$ cat src/hw/rtl/tfn_pkg.sv
// ----------------------------------------------------------------------------
// tfn_pkg: shared widths, constants and types
// Widths of the triangle normal datapath, derived from the coordinate
// and normal fraction widths; only the shift width is set on its own.
// ----------------------------------------------------------------------------
package tfn_pkg;

	// field widths
	localparam int COORD_BITS       = 24;
	localparam int NORMAL_FRAC_BITS = 14;
	localparam int NORMAL_BITS      = NORMAL_FRAC_BITS + 2;
	localparam int SHIFT_BITS       = 6;
	localparam logic [SHIFT_BITS-1:0] SHIFT_RESET = 6'd40;

	// datapath widths
	localparam int EDGE_BITS = COORD_BITS + 1;
	localparam int PROD_BITS = 2 * EDGE_BITS;
	localparam int HALF_BITS = EDGE_BITS;
	localparam int SQ_BITS   = 2 * PROD_BITS;

	// quotient c^2 * 2^(2F+2) / s and its square root
	localparam int QUO_BITS  = 2 * NORMAL_FRAC_BITS + 3;
	localparam int DIV_STEPS = QUO_BITS;
	localparam int ROOT_BITS = (QUO_BITS + 1) / 2;
	localparam int RAD_BITS  = 2 * ROOT_BITS;
	localparam int REM_BITS  = ROOT_BITS + 2;

	// pipeline depth
	localparam int FRONT_STAGES = 8;
	localparam int LATENCY      = FRONT_STAGES + DIV_STEPS + ROOT_BITS + 1;

	typedef logic [SQ_BITS-1:0]   sq_t;
	typedef logic [PROD_BITS-1:0] mag_t;
	typedef logic [QUO_BITS-1:0]  quo_t;

	// per-item flags that ride along the pipeline
	typedef struct packed {
		logic       kept;
		logic [2:0] neg;
	} meta_t;

endpackage

$ cat src/hw/rtl/tfn_sqrt.sv
// ----------------------------------------------------------------------------
// tfn_sqrt: pipelined integer square root and normal rounding
// One root bit per stage, then the rounded magnitude, sign and drop gating
// in the output register.
// ----------------------------------------------------------------------------
module tfn_sqrt (
	input  logic                                   clk,
	input  logic                                   arst_n,
	input  logic                                   in_valid,
	input  tfn_pkg::meta_t                         in_meta,
	input  tfn_pkg::quo_t                          in_q [3],
	output logic                                   done,
	output logic                                   kept,
	output logic signed [tfn_pkg::NORMAL_BITS-1:0] normal_x,
	output logic signed [tfn_pkg::NORMAL_BITS-1:0] normal_y,
	output logic signed [tfn_pkg::NORMAL_BITS-1:0] normal_z
);

	localparam int NS = tfn_pkg::ROOT_BITS;
	localparam int AB = tfn_pkg::RAD_BITS;
	localparam int MB = tfn_pkg::REM_BITS;
	localparam int NB = tfn_pkg::NORMAL_BITS;

	logic           vld_w  [NS];
	tfn_pkg::meta_t meta_w [NS];
	logic [AB-1:0]  rad_w  [NS][3];
	logic [MB-1:0]  rem_w  [NS][3];
	logic [NS-1:0]  root_w [NS][3];

	logic                 done_q, kept_q;
	logic signed [NB-1:0] nrm_q [3];
	logic [NS:0]          rnd   [3];
	logic [NB-1:0]        mag   [3];

	for (genvar k = 0; k < NS; k++) begin : g_step
		logic           vld_in;
		tfn_pkg::meta_t meta_in;
		logic [AB-1:0]  rad_in  [3];
		logic [MB-1:0]  rem_in  [3];
		logic [NS-1:0]  root_in [3];
		logic [MB+1:0]  acc     [3];
		logic [MB+1:0]  tst     [3];
		logic           vld_s;
		tfn_pkg::meta_t meta_s;
		logic [AB-1:0]  rad_s  [3];
		logic [MB-1:0]  rem_s  [3];
		logic [NS-1:0]  root_s [3];

		if (k == 0) begin : g_first
			assign vld_in  = in_valid;
			assign meta_in = in_meta;
			for (genvar j = 0; j < 3; j++) begin : g_lane
				assign rad_in[j]  = AB'(in_q[j]);
				assign rem_in[j]  = '0;
				assign root_in[j] = '0;
			end
		end else begin : g_next
			assign vld_in  = vld_w[k-1];
			assign meta_in = meta_w[k-1];
			for (genvar j = 0; j < 3; j++) begin : g_lane
				assign rad_in[j]  = rad_w[k-1][j];
				assign rem_in[j]  = rem_w[k-1][j];
				assign root_in[j] = root_w[k-1][j];
			end
		end

		// bring down two radicand bits and try root*4+1
		for (genvar j = 0; j < 3; j++) begin : g_try
			assign acc[j] = {rem_in[j], rad_in[j][AB-1:AB-2]};
			assign tst[j] = (MB+2)'({root_in[j], 2'b01});
		end

		always_ff @(posedge clk or negedge arst_n) begin
			if (!arst_n) begin
				vld_s <= 1'b0;
			end else begin
				vld_s <= vld_in;
			end
		end

		always_ff @(posedge clk) begin
			meta_s <= meta_in;
			for (int j = 0; j < 3; j++) begin
				rad_s[j] <= {rad_in[j][AB-3:0], 2'b00};
				if (acc[j] >= tst[j]) begin
					rem_s[j]  <= MB'(acc[j] - tst[j]);
					root_s[j] <= {root_in[j][NS-2:0], 1'b1};
				end else begin
					rem_s[j]  <= MB'(acc[j]);
					root_s[j] <= {root_in[j][NS-2:0], 1'b0};
				end
			end
		end

		assign vld_w[k]  = vld_s;
		assign meta_w[k] = meta_s;
		for (genvar j = 0; j < 3; j++) begin : g_out
			assign rad_w[k][j]  = rad_s[j];
			assign rem_w[k][j]  = rem_s[j];
			assign root_w[k][j] = root_s[j];
		end
	end

	// largest m with (2m-1)^2 <= q is (root+1)/2
	for (genvar j = 0; j < 3; j++) begin : g_rnd
		assign rnd[j] = (NS+1)'(root_w[NS-1][j]) + (NS+1)'(1);
		assign mag[j] = NB'(rnd[j][NS:1]);
	end

	// output register, strobe for one cycle per item
	always_ff @(posedge clk or negedge arst_n) begin
		if (!arst_n) begin
			done_q <= 1'b0;
		end else begin
			done_q <= vld_w[NS-1];
		end
	end

	always_ff @(posedge clk) begin
		kept_q <= meta_w[NS-1].kept;
		for (int j = 0; j < 3; j++) begin
			if (!meta_w[NS-1].kept) begin
				nrm_q[j] <= '0;
			end else if (meta_w[NS-1].neg[j]) begin
				nrm_q[j] <= -$signed(mag[j]);
			end else begin
				nrm_q[j] <= $signed(mag[j]);
			end
		end
	end

	assign done     = done_q;
	assign kept     = kept_q;
	assign normal_x = nrm_q[0];
	assign normal_y = nrm_q[1];
	assign normal_z = nrm_q[2];

endmodule

$ cat config.mk
export PLATFORM = sky130hd
export DESIGN_NAME = tfn_sqrt
export DESIGN_NICKNAME = d
export VERILOG_FILES = /design/src/hw/rtl/tfn_pkg.sv /design/src/hw/rtl/tfn_sqrt.sv
export SDC_FILE = /design/constraint.sdc
export NUM_CORES = 2
export LEC_CHECK = 0
export ABC_AREA = 1
export ABC_CLOCK_PERIOD_IN_PS = 2100
export BUFFER_PORTS_ARGS = -buffer_cell sky130_fd_sc_hd__buf_2
export CELL_PAD_IN_SITES_DETAIL_PLACEMENT = 0
export CELL_PAD_IN_SITES_GLOBAL_PLACEMENT = 1
export CORE_AREA = 2 2 524 318
export DETAILED_ROUTE_END_ITERATION = 10
export DIE_AREA = 0 0 526 320
export PLACE_DENSITY_LB_ADDON = 0.1
export SLEW_MARGIN = 0
export SYNTH_ARGS = -nofsm -noshare
export SYNTH_HDL_FRONTEND = slang
export SYNTH_SLANG_ARGS = --single-unit
$ cat constraint.sdc
create_clock -name clk -period 2.1 [get_ports clk]
set_input_delay 0.42 -clock clk [delete_from_list [all_inputs] [get_ports clk]]
set_output_delay 0.42 -clock clk [all_outputs]
set_load 0.05 [all_outputs]
# Word level (Yosys, flattened, before mapping)
# Memory sizes are Yosys's and may differ from the RTL's.
# Cells that the tools add are included.
[word_totals]
ff_bits = 82
latchBits = 0
mem_bits_rw = 2931
rom_bits = 0
input_bits = 100
output_inout_bits = 50
elab_cells = 557
n_memories = 47
[classes]
n_addsub = 51
mul = 0
div = 0
magnitude_cmp = 48
eq_ne = 0
shift = 0
n_mux = 262
bitwise_logic = 99
reduce_logical = 0
[mem_list]
columns = ["name", "depth", "width", "rd", "rd_clocked_by_memory_dff", "write_ports", "line_no", "text"]
rows = [
  ["g_step[0].rad_s", 3, 30, 3, 0, 3, "tfn_sqrt.sv:45", "logic [AB-1:0] rad_s [3];"],
  ["g_step[10].rad_s", 3, 30, 3, 0, 3, "tfn_sqrt.sv:45", ""],
  ["g_step[11].rad_s", 3, 30, 3, 0, 3, "tfn_sqrt.sv:45", ""],
  ["g_step[12].rad_s", 3, 30, 3, 0, 3, "tfn_sqrt.sv:45", ""],
  ["g_step[13].rad_s", 3, 30, 3, 0, 3, "tfn_sqrt.sv:45", ""],
  ["g_step[14].rad_s", 3, 30, 3, 0, 3, "tfn_sqrt.sv:45", ""],
  ["41 more memories", "--", "--", "--", "--", "--", "--", ""],
]
[op_table]
columns = ["operator", "count"]
rows = [
  ["$ge A20 B18 Y1", 45],
  ["$mux W16", 51],
  ["$mux W18", 45],
  ["$sub A18 B18 Y18", 42],
  ["$mux W1", 166],
  ["$or A1 B1 Y1", 99],
  ["$add A16 B1 Y17 const B", 3],
  ["$neg A16 Y16", 3],
  ["$sub A1 B1 Y2 const B", 3],
  ["$ge A1 B1 Y1 const B", 3],
]

# Logic depth before layout (Yosys ltp)
[logic_depth]
ltp_word = 5
depth_mapped = 16
mapped_depth_nobuf = 15

# Worst setup path after synthesis
# Ideal clock, no wire load.
[synth_path]
kind = "register to register"
start = "memory g_step[15].root_s[2][0] in the netlist's numbering"
end = "memory nrm_q[2][10] in the netlist's numbering, data pin"
setup_ps = 254
arrival_ps = 1644
slack_ps = 203
path_stages_with_launch = 13
n_path_buf = 0
period_less_slack_ps = 1897
path_cell_list = "dfxtp_1 -> ha_1 -> xnor2_1 -> ha_1 -> inv_1 -> nor2_1 -> nand2_1 -> nor2_4 -> nor2_2 -> nor2_4 -> nand2_2 -> nor2_1 -> nor2_2"
[synth_lines]
columns = ["item", "line_no", "text"]
rows = [
  ["start, declared", "tfn_sqrt.sv:47", "logic [NS-1:0] root_s [3];"],
  ["end, declared", "tfn_sqrt.sv:31", "logic signed [NB-1:0] nrm_q [3];"],
]

==> results.yml <==
clock_network:
  ctsRootBufferMaster: "clkbuf_16"
  insertion_delay_ps: 830
  numCtsBuffers: 185
  h-tree-depth: 4
  cts_buffer_depth: 4
  cts_tree: "built"
  cts_num_sinks: 1996
  path_clk_slew_ps: 70
floorplan:
  num_rows: 115
  die_x_um: 526
  dieHeight_um: 320
  io_pins: 150
  initial_utilization: 0.479
  dieArea_um2: 168000
  core_area_um2: 163000
cells_and_area:
  fin_area_um2: 97200
  num-nets-final: 10600
  fillers: 14400
  syn_to_final_growth_pct: 24.4
  drive_above_1_share: 0.200
routing:
  routed_wl_mm: 193
  wl_per_cell_um: 15.6
  drc_errors: 0
  drtIter0Drc: 4613
  via_per_inst: 4.85
  first_pass_iters: 6
  vias: 60000
  drtAntennaViolNets: 0
timing:
  worst_pin_slew_ps: 697
  holdWs_ps: 221
  finalCriticalPeriod_ps: 2070
  max-slew-margin-rel: 0.531
  skew_ps: 47.6
  setup_tns_ps: 0
  rsz0062_at_grt: "true"
  max_freq_mhz: 484
  setup-violations-final: 0
  slew_viol_final: 0
  finalCritPeriodShare: 0.984
  hold_viol: 0
setup_path:
  reg2reg_slack_ps: 30
  path_max_fanout: 10
  cp.required_ps: 2780
  critPathLaunchType: "flop"
  worstSetupPathType: "reg -> reg"
  reg2regPathDepth: 12
  worst_r2r_startpoint: "g_step[6].root_s[0][4]"
  cp-end-kind: "flop"
  r2r-end: "g_step[7].rem_s[0][3]"
  cp.arrival_ps: 2750
global_routing:
  grt_pass1_wl_mm: 298
  grt_pass1_vias: 55200
  groute.usage.overall: 0.219
  grt_max_degree: 40
  antenna_found_initial: 4
  grt_overflow: 0
yosys:
  synthCells: 9008
  synth_seq_area_share: 0.519
  asyncSetResetFlopFracSynth: 0.00852
  synth_edf_count: 48
  syn_avg_cell_area_um2: 8.67
  syn_area_um2: 78100
  netlist-cell-type-count: 71
  ys_warn_count: 0
  ys_seq_elements: 1996
  synthFlopType: "dfxtp_1"
power_and_ir_drop:
  combPwrFrac: 0.298
  power.total_mw: 121
  p_switching_mw: 41.5
  internal_power_mw: 79.7
  p_clk_frac: 0.288
  irDropWorstVdd_mv: 0.776
  p_leak_nw: 47.0
  power.density_nw_per_um2: 1250
  swShare: 0.342
  seq_power_share: 0.414
hold_path:
  min_path_type: "in -> reg"
  holdPathStages: 2
  min_to: "g_step[0].rad_s[0][85]"
  worstHoldStart: "in_q[25]"
status:
  outcome: "complete, no violations"
place:
  place_congestion: 0.895
  port_buffers: 149
  dpl_cell_area_um2: 85500
  dpl.hpwl_mm: 147
job:
  maxCapViolations: 0
==> critical path: stages (launching register included) <==
cell and delay, ps:
dfxtp_1 390, inv_1 60, ha_1 330, nand2_1 110, nor2_2 210, a21oi_4 100, o21ai_4 170, nor2_4 70
nand2_4 120, inv_4 70, buf_12 140, nand2_1 70, o21ai_2 80
==> registers in the layout, indices dropped and copies added (netlist names) <==
name and flops:
done 1, g_step.meta_in 4, g_step.meta_s 60, g_step.rad_s 720, g_step.rem_s 738, g_step.root_s 408
g_step.vld_in 1, g_step.vld_s 15, kept 1, nrm_q 48
==> worst max path at each step <==
stage | startpoint | to | slack [ps]
3_5_place_dp | g_step[6].root_s[0][0] | g_step[7].rem_s[0][3] | -210
5_1_grt | g_step[13].root_s[1][11] | g_step[14].rem_s[1][13] | -60
2_1_floorplan | g_step[15].root_s[2][0] | nrm_q[2][10] | 200
3_3_place_gp | g_step[6].root_s[0][0] | g_step[7].rem_s[0][3] | -210
4_1_cts | g_step[12].root_s[1][8] | g_step[13].rem_s[1][9] | 0.06
6_report | g_step[6].root_s[0][4] | g_step[7].rem_s[0][3] | 30
==> final cells by class <==
cell class	instances	area, um^2	share of cell area
clock inverter	91	1130	0.0116
tap	2164	2710	0.0279
inverter	1220	4730	0.0487
sequential	1996	40700	0.419
timing repair inverter	8	78.8	0.000811
timing repair buffer	858	6750	0.0694
multi-input combinational	5776	35900	0.369
clock buffer	240	5250	0.0540
antenna	3	7.51	0.0000772
==> per-layer routing <==
metal  GRT usage  part of all wire
met1       0.379              0.57
met2       0.273              0.35
met3      0.0327             0.058
met4      0.0402             0.015
met5           0                 0
==> through the flow <==
stage | utilization | setup WS [ps] | std cells
3_5_place_dp | 0.524 | -206 | 11800
6_report | 0.596 | 33.5 | 12400
4_1_cts | 0.571 | 0.0626 | 12300
3_3_place_gp | 0.524 | -212 | 11800
5_1_grt | 0.596 | -58.4 | 12400
2_1_floorplan | - | 203 | 9057
==> layout by cell type (no fill, tap or decap), types with 49 or more instances in the layout <==
cell type / instances
nor2_4: 54
o21ai_1: 166
nand3b_1: 49
nor2_1: 641
xor2_1: 265
a21oi_1: 354
o21ai_0: 331
nor2_2: 93
ha_4: 125
dlygate4sd3_1: 100
o21ai_2: 90
nand3_1: 374
dfxtp_1: 1818
or2_2: 60
a21oi_2: 97
nor3_1: 118
nand2_1: 1796
clkbuf_16: 196
buf_4: 567
buf_2: 149
xnor2_1: 168
dfxtp_2: 104
conb_1: 51
nand4_1: 117
nand2_2: 82
ha_1: 290
inv_1: 1157
==> cells in the mapped netlist (43+ instances only) <==
cell,instances,share of area
dfxtp_1,1931,0.49
nand2_1,1860,0.089
inv_1,1182,0.057
nor2_1,722,0.035
ha_1,462,0.074
a21oi_1,434,0.028
o21ai_0,409,0.026
nand3_1,396,0.025
xor2_1,267,0.030
xnor2_1,171,0.019
nor3_1,132,0.0085
o21ai_1,124,0.0079
nand4_1,117,0.0094
o21ai_2,60,0.0067
or2_2,60,0.0048
nand3b_1,49,0.0047
edfxtp_1,48,0.018
nor4_1,47,0.0038
o21bai_1,43,0.0041
==> power by group through the flow <==
stage                     logic [mW]  registers (mW)  clock network, mW
after floorplan                 21.9            49.5                  0
after global placement          32.1            50.5                  0
after detailed placement        32.4            50.5                  0
after CTS                       33.0            49.7               35.8
after global routing            40.3            50.9               37.4
final                           36.1            50.2               34.9
==> kinds of logic (layout without fill, tap and decap cells) <==
kind of cell	count (synthesis)	after routing	share of synthesized area
AOI/OAI and AO/OA	1272	1272	0.0934
xor gates and xnor gates	438	438	0.0491
adders and majority gates	462	462	0.0740
buffers and inverters	1289	2417	0.0661
DFF	1996	1996	0.519
other	2	54	0.0000961
and+or+nand+nor	3549	3553	0.199
==> what timing repair did <==
| action | CTS | global route |
|---|---|---|
| resized for setup | 65 | 825 |
| endpoints found under the setup margin | 157 | 615 |
| hold buffers | 100 | 0 |
| gates cloned | 2 | 17 |
| buffers inserted | 4 | 55 |
| pin swaps | 4 | 140 |
| endpoints found under the hold margin | 115 | 0 |
(Power assumes the default switching activity.)
